$ cat src/sv/fsr_ram.sv
module fsr_ram #(
	parameter int WIDTH = 8,
	parameter int DEPTH = 16
) (
	input  logic                     clk,
	input  logic                     we,
	input  logic [$clog2(DEPTH)-1:0] waddr,
	input  logic [WIDTH-1:0]         wdata,
	input  logic [$clog2(DEPTH)-1:0] raddr,
	output logic [WIDTH-1:0]         rdata
);

	logic [WIDTH-1:0] mem [DEPTH];

	always_ff @(posedge clk) begin
		if (we) begin
			mem[waddr] <= wdata;
		end
		rdata <= mem[raddr];
	end

endmodule

$ cat config.mk
export PLATFORM = sky130hd
export DESIGN_NAME = fsr_ram
export DESIGN_NICKNAME = d
export VERILOG_FILES = /design/src/sv/fsr_ram.sv
export SDC_FILE = /design/constraint.sdc
export NUM_CORES = 1
export LEC_CHECK = 0
export BUFFER_PORTS_ARGS = -buffer_cell sky130_fd_sc_hd__buf_2
export CORE_MARGIN = 2
export CORE_UTILIZATION = 62
export DETAILED_ROUTE_END_ITERATION = 16
export GPL_TIMING_DRIVEN = 0
export MAX_ROUTING_LAYER = met4
export PLACE_DENSITY = 0.77
export SETUP_SLACK_MARGIN = 0.15
export SKIP_LAST_GASP = 1
export SLEW_MARGIN = 10
export SYNTH_ARGS = -nofsm -noshare
export SYNTH_HDL_FRONTEND = slang
export SYNTH_SLANG_ARGS = --single-unit
$ cat constraint.sdc
create_clock -name clk -period 4.03 [get_ports clk]
set_clock_uncertainty 0.15 [all_clocks]
set_input_delay 0.403 -clock clk [delete_from_list [all_inputs] [get_ports clk]]
set_output_delay 0.403 -clock clk [all_outputs]
set_load 0.05 [all_outputs]
==> impl_metrics.csv <==
group,metric,value,unit
synth,syn-mean-instance-area,22.48,sq um
sta,setup_viol,0,
setup_path,timing.critical_path.arrival,1.75,ns
power_and_ir_drop,power.density,569.2,nW/um^2
cts,post_cts_resize_count,0,
cells_and_area,num_antenna_cells,0,
setup_path,crit_family,"simple AND/OR/NAND/NOR gates",
global_route,initial_antenna_violation_count,0,
sta,slew-limit-headroom,0.1781,
placement,dp_slack,1.463,ns
global_route,grt_pass1_wl,14430,microns
synth,synth.net_count,247,
sta,timing.setup.tns,0,ns
cts,cts_made_buffers,17,
cells_and_area,postLayoutCoreUtil,0.7451,
cells_and_area,design.final.nets,290,
sta,actual_slew_at_the_worst_max_slew_pin,1.223,ns
setup_path,critical_path.endpoint_type,"flip-flop",
cts,cts.htree.levels,4,
sta,max_freq,0.5653,GHz
sta,layout_min_cycle_time,1.769,ns
sta,timing.final.ws_setup,2.261,ns
global_route,largest_net_degree_at_the_start_of_global_routing,17,
cts,cts_root_buffer,"clkbuf_8",
cts,max-clock-path-buffers,2,
setup_path,worst_path_largest_cell_delay,0.96,ns
synth,postSynthCellCount,229,
power_and_ir_drop,leakage,2.056,nW
die,die_w,95.12,microns
die,num_io_pins,26,
setup_path,path_max_fanout,8,
cells_and_area,layout-drive-gt1-share,0.3018,
setup_path,setup.worst_path.start_class,"primary input",
drt,drt_iter0_markers,296,
worst_hold_path,holdCritPathClass,"primary input to flip-flop",
placement,port_buffers,24,
drt,ant_nets_after_route,0,
die,initial_utilization,0.6328,
drt,post_drt_wl_per_cell,25.29,microns
drt,drt_wl_total,9865,microns
sta,report.final.hold_viol_count,0,
sta,min_period_over_period,0.4389,
cts,cts.repair_timing.setup_buffer_count,0,
flow_run,drv.max_cap_violation_count,0,
drt,via_count,2454,
drt,firstDrtPassIters,5,
cts,clk_pin_slew,0.06,ns
die,placeableCoreArea,8134,sq um
setup_path,worst_path_max_delay_cell,"nor3_1",
drt,drt-vias-per-instance,6.292,
synth,seq_area_frac_synth,0.7778,
die,die_outline_area,9047,sq um
placement,detailed_place_hpwl,6044,microns
synth,synth_seq_cells,136,
cts,worstSkewPairLatency,0.52,ns
die,row_count,33,
cells_and_area,syn2layout_area_growth,17.74,%
synth,synthDistinctLibCells,19,
drt,route.detailed.drc,0,
sta,drv_slew,0,
cts,postCtsHoldBufs,0,
cts,cts_num_sinks,136,
synth,synth.cell_area,5147,sq um
cts,tritoncts,"done",
die,fp.dieH,95.12,microns
setup_path,data_required_time_at_the_worst_endpoint,4.01,ns
power_and_ir_drop,peakVddDrop,0.4118,mV
sta,hold_ws,0.1381,ns
global_route,global_route.overflow_total,0,
setup_path,timing.setup.critical_path_class,"primary input to flip-flop",
placement,gp_congestion,0.7428,
synth,synth.yosys.warnings,0,
run_status,outcome,"completed",
setup_path,cp_cell_instances,"buf_2 > nand3b_1 > nor3_1",
setup_path,worstPathBufferInverterCount,1,
sta,rsz0062_at_grt,"no",
global_route,grt_pass1_vias,2385,
global_route,groute.usage.overall,0.2483,
==> final timing paths <==
path	start	end	slack, ns	cells past startpoint
setup / recovery	waddr[2]	mem[8][5]$_DFFE_PP_	2.26	3
hold / removal	wdata[6]	mem[7][6]$_DFFE_PP_	0.14	1
setup reg to reg	mem[4][0]$_DFFE_PP_	rdata[0]$_DFF_P_	2.43	3
hold reg to reg	mem[10][3]$_DFFE_PP_	rdata[3]$_DFF_P_	0.54	3
==> worst register-to-register path, delay by kind of cell (launching register included) <==
kind            cells  cell delay (ns)
simple gates        1             0.12
compound gates      1             0.27
flops               1             0.40
mux                 1             0.54
==> registers in the layout (all words and copies together) (netlist names) <==
register and flops:
rdata 8, mem 128
==> per-layer routing <==
| layer | GRT usage | part of all wire |
|---|---|---|
| met1 | 0.3469 | 0.43 |
| met4 | 0.08333 | 0.0075 |
| met5 | - | 0 |
| met3 | 0.06087 | 0.061 |
| met2 | 0.3680 | 0.51 |
==> Yosys cell counts <==
| cell type | count | area (sq um) |
|---|---|---|
| edfxtp_1 | 128 | 3844 |
| mux4_2 | 18 | 405.4 |
| a22oi_1 | 16 | 120.1 |
| mux4_1 | 14 | 367.9 |
| nor2_1 | 13 | 48.80 |
| nand2_1 | 9 | 33.78 |
| dfxtp_1 | 8 | 160.2 |
| nor3_1 | 4 | 20.02 |
| buf_2 | 3 | 15.01 |
| buf_6 | 3 | 33.78 |
| clkdlybuf4s25_2 | 3 | 30.03 |
| nand2b_1 | 2 | 12.51 |
| nand3b_1 | 2 | 15.01 |
| and2_1 | 1 | 6.260 |
| and2b_1 | 1 | 7.510 |
| buf_4 | 1 | 7.510 |
| nand3_1 | 1 | 5.000 |
| nor2b_1 | 1 | 6.260 |
| or3b_2 | 1 | 8.760 |
==> cell families after synthesis <==
logic type / synth area share
compound gates: 0.02334
buf+inv: 0.01677
flops: 0.7778
simple gates: 0.03184
mux: 0.1502
==> power breakdown <==
| group | internal [mW] | switching, mW |
|---|---|---|
| Combinational | 0.0630 | 0.119 |
| Clock | 1.12 | 0.559 |
| Sequential | 1.58 | 0.00818 |
==> stage by stage <==
step / std cells / power, mW / instance area (sq um)
5_1_grt: 390 / 3.543 / 6061
3_3_place_gp: 358 / 1.792 / 5399
3_5_place_dp: 358 / 1.800 / 5399
2_1_floorplan: 229 / 1.731 / 5147
4_1_cts: 390 / 3.468 / 6051
6_report: 390 / 3.450 / 6061
==> cells in the final DEF (no fill, tap or decap), drive strengths merged <==
| master | n |
|---|---|
| and2b | 1 |
| nor3 | 4 |
| dfxtp | 8 |
| or3b | 1 |
| nor2b | 1 |
| clkinvlp | 2 |
| clkbuf | 21 |
| buf | 31 |
| nand3b | 2 |
| nand2 | 9 |
| clkdlybuf4s25 | 3 |
| nand3 | 1 |
| edfxtp | 128 |
| inv | 2 |
| nor2 | 13 |
| nand2b | 2 |
| and2 | 1 |
| clkinv | 2 |
| bufinv | 5 |
| a22oi | 16 |
| mux4 | 32 |
==> final cells by class <==
| cell class | instances | area [sq um] |
|---|---|---|
| Tap cell | 105 | 131.4 |
| Multi-Input combinational cell | 83 | 1067 |
| Sequential cell | 136 | 4004 |
| Timing Repair Buffer | 24 | 120.1 |
| Fill cell | 415 | 2073 |
| Buffer | 10 | 86.33 |
| Clock inverter | 11 | 192.7 |
| Clock buffer | 21 | 459.2 |
(Power assumes the default switching activity.)
