$ cat src/sv/fsr_pkg.sv
package fsr_pkg;

	localparam int IDX_W     = 12;
	localparam int ELEV_IN_W = 32;
	localparam int SINK_IN_W = 13;

	// request tdata layout
	localparam int TD_NODE_LSB = 0;
	localparam int TD_RCV_LSB  = TD_NODE_LSB + IDX_W;
	localparam int TD_ELEV_LSB = TD_RCV_LSB + IDX_W;
	localparam int TD_SINK_LSB = TD_ELEV_LSB + ELEV_IN_W;
	localparam int S_TDATA_W   = 72;

	localparam int OUT_SINK_W = 12;
	localparam int M_TDATA_W  = 16;

	typedef enum logic {
		OP_LOAD  = 1'b0,
		OP_QUERY = 1'b1
	} opcode_t;

endpackage

$ cat src/sv/fsr_idx_reduce.sv
module fsr_idx_reduce import fsr_pkg::*; #(
	parameter int NODE_COUNT = 4096
) (
	input  logic                          clk,
	input  logic [IDX_W-1:0]              idx,
	output logic [$clog2(NODE_COUNT)-1:0] idx_mod_s2
);

	localparam int NW = $clog2(NODE_COUNT);

	generate
		if (NODE_COUNT >= (1 << IDX_W)) begin : g_wide
			logic [IDX_W-1:0] v_s1;

			always_ff @(posedge clk) begin
				v_s1       <= idx;
				idx_mod_s2 <= NW'(v_s1);
			end
		end else begin : g_recip
			// q = floor(v * floor(2^SHIFT / N) / 2^SHIFT) is low by at most one
			localparam int SHIFT = 24;
			localparam int PW    = IDX_W + SHIFT + 1;
			localparam int QW    = 2 * IDX_W + 2;
			localparam logic [SHIFT:0] RECIP = (SHIFT + 1)'((1 << SHIFT) / NODE_COUNT);
			localparam logic [IDX_W:0] NC    = (IDX_W + 1)'(NODE_COUNT);

			logic [IDX_W-1:0] v_s1;
			logic [IDX_W-1:0] q_s1;
			logic [PW-1:0]    prod;
			logic [QW-1:0]    qn;
			logic [IDX_W:0]   diff;
			logic [IDX_W:0]   rem;

			assign prod = PW'(idx) * PW'(RECIP);
			assign qn   = QW'(q_s1) * QW'(NC);
			assign diff = {1'b0, v_s1} - qn[IDX_W:0];
			assign rem  = (diff >= NC) ? (diff - NC) : diff;

			always_ff @(posedge clk) begin
				v_s1       <= idx;
				q_s1       <= prod[IDX_W+SHIFT-1:SHIFT];
				idx_mod_s2 <= NW'(rem);
			end
		end
	endgenerate

endmodule

$ cat config.mk
export PLATFORM = sky130hd
export DESIGN_NAME = fsr_idx_reduce
export DESIGN_NICKNAME = d
export VERILOG_FILES = /design/src/sv/fsr_pkg.sv /design/src/sv/fsr_idx_reduce.sv
export SDC_FILE = /design/constraint.sdc
export NUM_CORES = 1
export LEC_CHECK = 0
export ABC_AREA = 0
export BUFFER_PORTS_ARGS = -buffer_cell sky130_fd_sc_hd__clkbuf_2
export CORE_AREA = 2 2 39 41
export CTS_BUF_LIST = sky130_fd_sc_hd__clkbuf_4 sky130_fd_sc_hd__clkbuf_8 sky130_fd_sc_hd__clkbuf_16
export CTS_CLUSTER_DIAMETER = 100
export DETAILED_ROUTE_END_ITERATION = 8
export DIE_AREA = 0 0 41 43
export PLACE_DENSITY = 0.66
export SLEW_MARGIN = 20
export SYNTH_ARGS = -nofsm -noshare
export SYNTH_HDL_FRONTEND = slang
export SYNTH_SLANG_ARGS = --single-unit
$ cat constraint.sdc
create_clock -name clk -period 1 [get_ports clk]
set_input_delay 0.05 -clock clk [delete_from_list [all_inputs] [get_ports clk]]
set_output_delay 0.05 -clock clk [all_outputs]
set_load 0.1 [all_outputs]
==> flow_summary_export.csv <==
group,metric,value,unit
grt,grt_pass1_wl,1350,µm
critical_path,end_kind,"output port",
synth,syn_area_per_cell,20.0,µm²
synth,synth-seq-area-share,1.00,
clock_network,cts-resized-gates,0,
routing,first_iter_violations,4,
power,powerDensity,2110,nW/µm²
grt,first_global_vias,351,
layout,multi_input_gates,0,
placed_design,gp_congestion,0.637,
die,initial_core_util,0.347,
timing,worst_pin_slew,0.120,ns
routing,vias,302,
clock_network,clock_sinks,24,
timing,rsz0062_at_grt,"false",
synth,yosysTopAreaCellShare,1.00,
grt,grt_max_degree,15,
routing,drtAntennaViolNets,0,
clock_network,root_buffer,"clkbuf_4",
critical_path,cp-start-kind,"register",
power,seq_power_share,0.503,
power,switching_share,0.243,
layout,multi_input_area,0,µm²
die,die_y,43,µm
critical_path,cp_num_buf_inv,1,
critical_path,r2r-start,"g_wide.v_s1[11]",
timing,setup-violations-final,0,
min_path,hold_depth,0,
critical_path,cp_slowest_cell,"dfxtp_1",
clock_network,cts_buffer_depth,2,
synth,synth_fp_nets,37,
clock_network,path_clk_slew,0.12,ns
timing,skew,0.00247,ns
routing,first_pass_iters,2,
timing,max_freq,1.09,GHz
die,fp.dieArea,1760,µm²
placed_design,portBuffers,24,
synth,yosys_warnings,0,
timing,hold_viol,0,
synth,ys_ff_latch,24,
run,maxCapViolCount,0,
grt,grtUsageTotal,0.126,
routing,wirelength,786,µm
timing,slew_headroom,0.920,
clock_network,cts_inserted_buffers,3,
power,p_sw,499,µW
critical_path,slowest_delay,0.38,ns
die,fp.coreArea,1380,µm²
min_path,whs_endpoint,"idx_mod_s2[0]",
die,io_pins,25,
power,peakVddDrop,1350,µV
min_path,min_path_type,"reg -> reg",
power,p_int,1550,µW
timing,finalSetupTns,0,ns
critical_path,critPathTopFamily,"flip-flops",
critical_path,crit_chain,"buf_12",
layout,antenna_cells,0,
critical_path,crit_required,0.95,ns
power,finalPower,2050,µW
clock_network,worstSkewPairLatency,0.30,ns
timing,fin_crit,0.919,ns
die,rows,14,
routing,vias_per_cell,3.78,
clock_network,tritoncts,"built",
synth,synthDistinctLibCells,1,
clock_network,cts-htree-levels,1,
power,pwr-share-comb,0.171,
critical_path,worstPathMaxFanout,1,
synth,synth_area_leaders,"dfxtp_1 (100%)",
synth,syn_inst,24,
critical_path,r2r-end,"idx_mod_s2[11]",
synth,yosys.area.top_type,"dfxtp_1",
min_path,holdCritStartpoint,"g_wide.v_s1[0]",
critical_path,rrSetupSlack,0.59,ns
synth,syn-cell-area,480,µm²
routing,routedWlPerCell,9.83,µm
die,die_w,41,µm
timing,maxSlewViolCount,0,
critical_path,arrival,0.87,ns
power,p_leak,0.000443,µW
power,power_frac_clock,0.327,
critical_path,path_class,"reg -> out",
layout,final_nets,78,
layout,drive_above_1_share,0.438,
timing,period_share,0.919,
critical_path,r2r_cells,0,
routing,drc,0,
grt,antenna_found_initial,0,
grt,grt_overflow,0,
layout,syn_to_final_growth,103,%
run_status,status,"finished clean",
-- metrics by stage --
step,std cells,setup slack [ns],hold slack [ns],util,instance area (µm²)
2_1_floorplan,24,0.0410,0.0777,-,480
3_3_place_gp,64,0.436,0.153,0.579,801
3_5_place_dp,64,0.426,0.154,0.579,801
4_1_cts,80,0.0594,0.342,0.703,973
5_1_grt,80,0.0103,0.347,0.703,973
6_report,80,0.0809,0.339,0.703,973
-- worst max-delay path by stage --
stage / start / end / slack [ns] / depth (start not counted)
finish: idx_mod_s2[9] / idx_mod_s2[9] / 0.08 / 1
CTS: idx_mod_s2[9] / idx_mod_s2[9] / 0.06 / 1
detailed placement: idx_mod_s2[8] / idx_mod_s2[8] / 0.43 / 1
floorplan: idx_mod_s2[0] / idx_mod_s2[0] / 0.04 / 0
global placement: idx_mod_s2[0] / idx_mod_s2[0] / 0.44 / 1
global route: idx_mod_s2[5] / idx_mod_s2[5] / 0.01 / 1
-- timing repair --
action / in CTS / in global routing
setup buffers: 0 / 0
hold endpoints to repair: 12 / 0
hold buffers: 12 / 0
-- power groups by stage --
stage | clock (µW) | combinational (µW) | sequential (µW)
floorplan | 0 | 0 | 1230
global placement | 0 | 312 | 1050
detailed placement | 0 | 315 | 1060
CTS | 697 | 352 | 1030
global route | 749 | 360 | 1040
finish | 670 | 350 | 1030
-- cell type report --
| cell class | instances | area, µm² |
|---|---|---|
| clock inverters | 1 | 30.0 |
| clock buffers | 3 | 22.5 |
| fillers | 89 | 410 |
| well taps | 16 | 20.0 |
| repair buffers | 36 | 420 |
| flip-flops and latches | 24 | 480 |
-- routing by layer --
layer | track usage | vias up | share of wire
met1 | 0.102 | 138 | 0.34
li1 | - | 151 | -
met2 | 0.206 | 13 | 0.60
met3 | 0.0785 | 0 | 0.057
met4 | 0.0800 | 0 | 0
met5 | 0 | - | 0
-- state kept, by name (all words and copies together) (netlist names) --
signal and count:
idx_mod_s2 12, g_wide.v_s1 12
-- kinds of logic (layout without fill, tap and decap cells) --
family                 count (synthesis)  in the layout  synth area share
flip-flops                            24             24              1.00
buffers and inverters                  0             40                 0
-- synth_stat cells --
cell / n
dfxtp_1: 24
-- placed cells by master, fill, tap and decap left out, drive strengths merged --
| cell type | instances |
|---|---|
| buf | 12 |
| bufinv | 1 |
| dfxtp | 24 |
| dlygate4sd3 | 12 |
| clkbuf | 15 |
(Power assumes the default switching activity.)
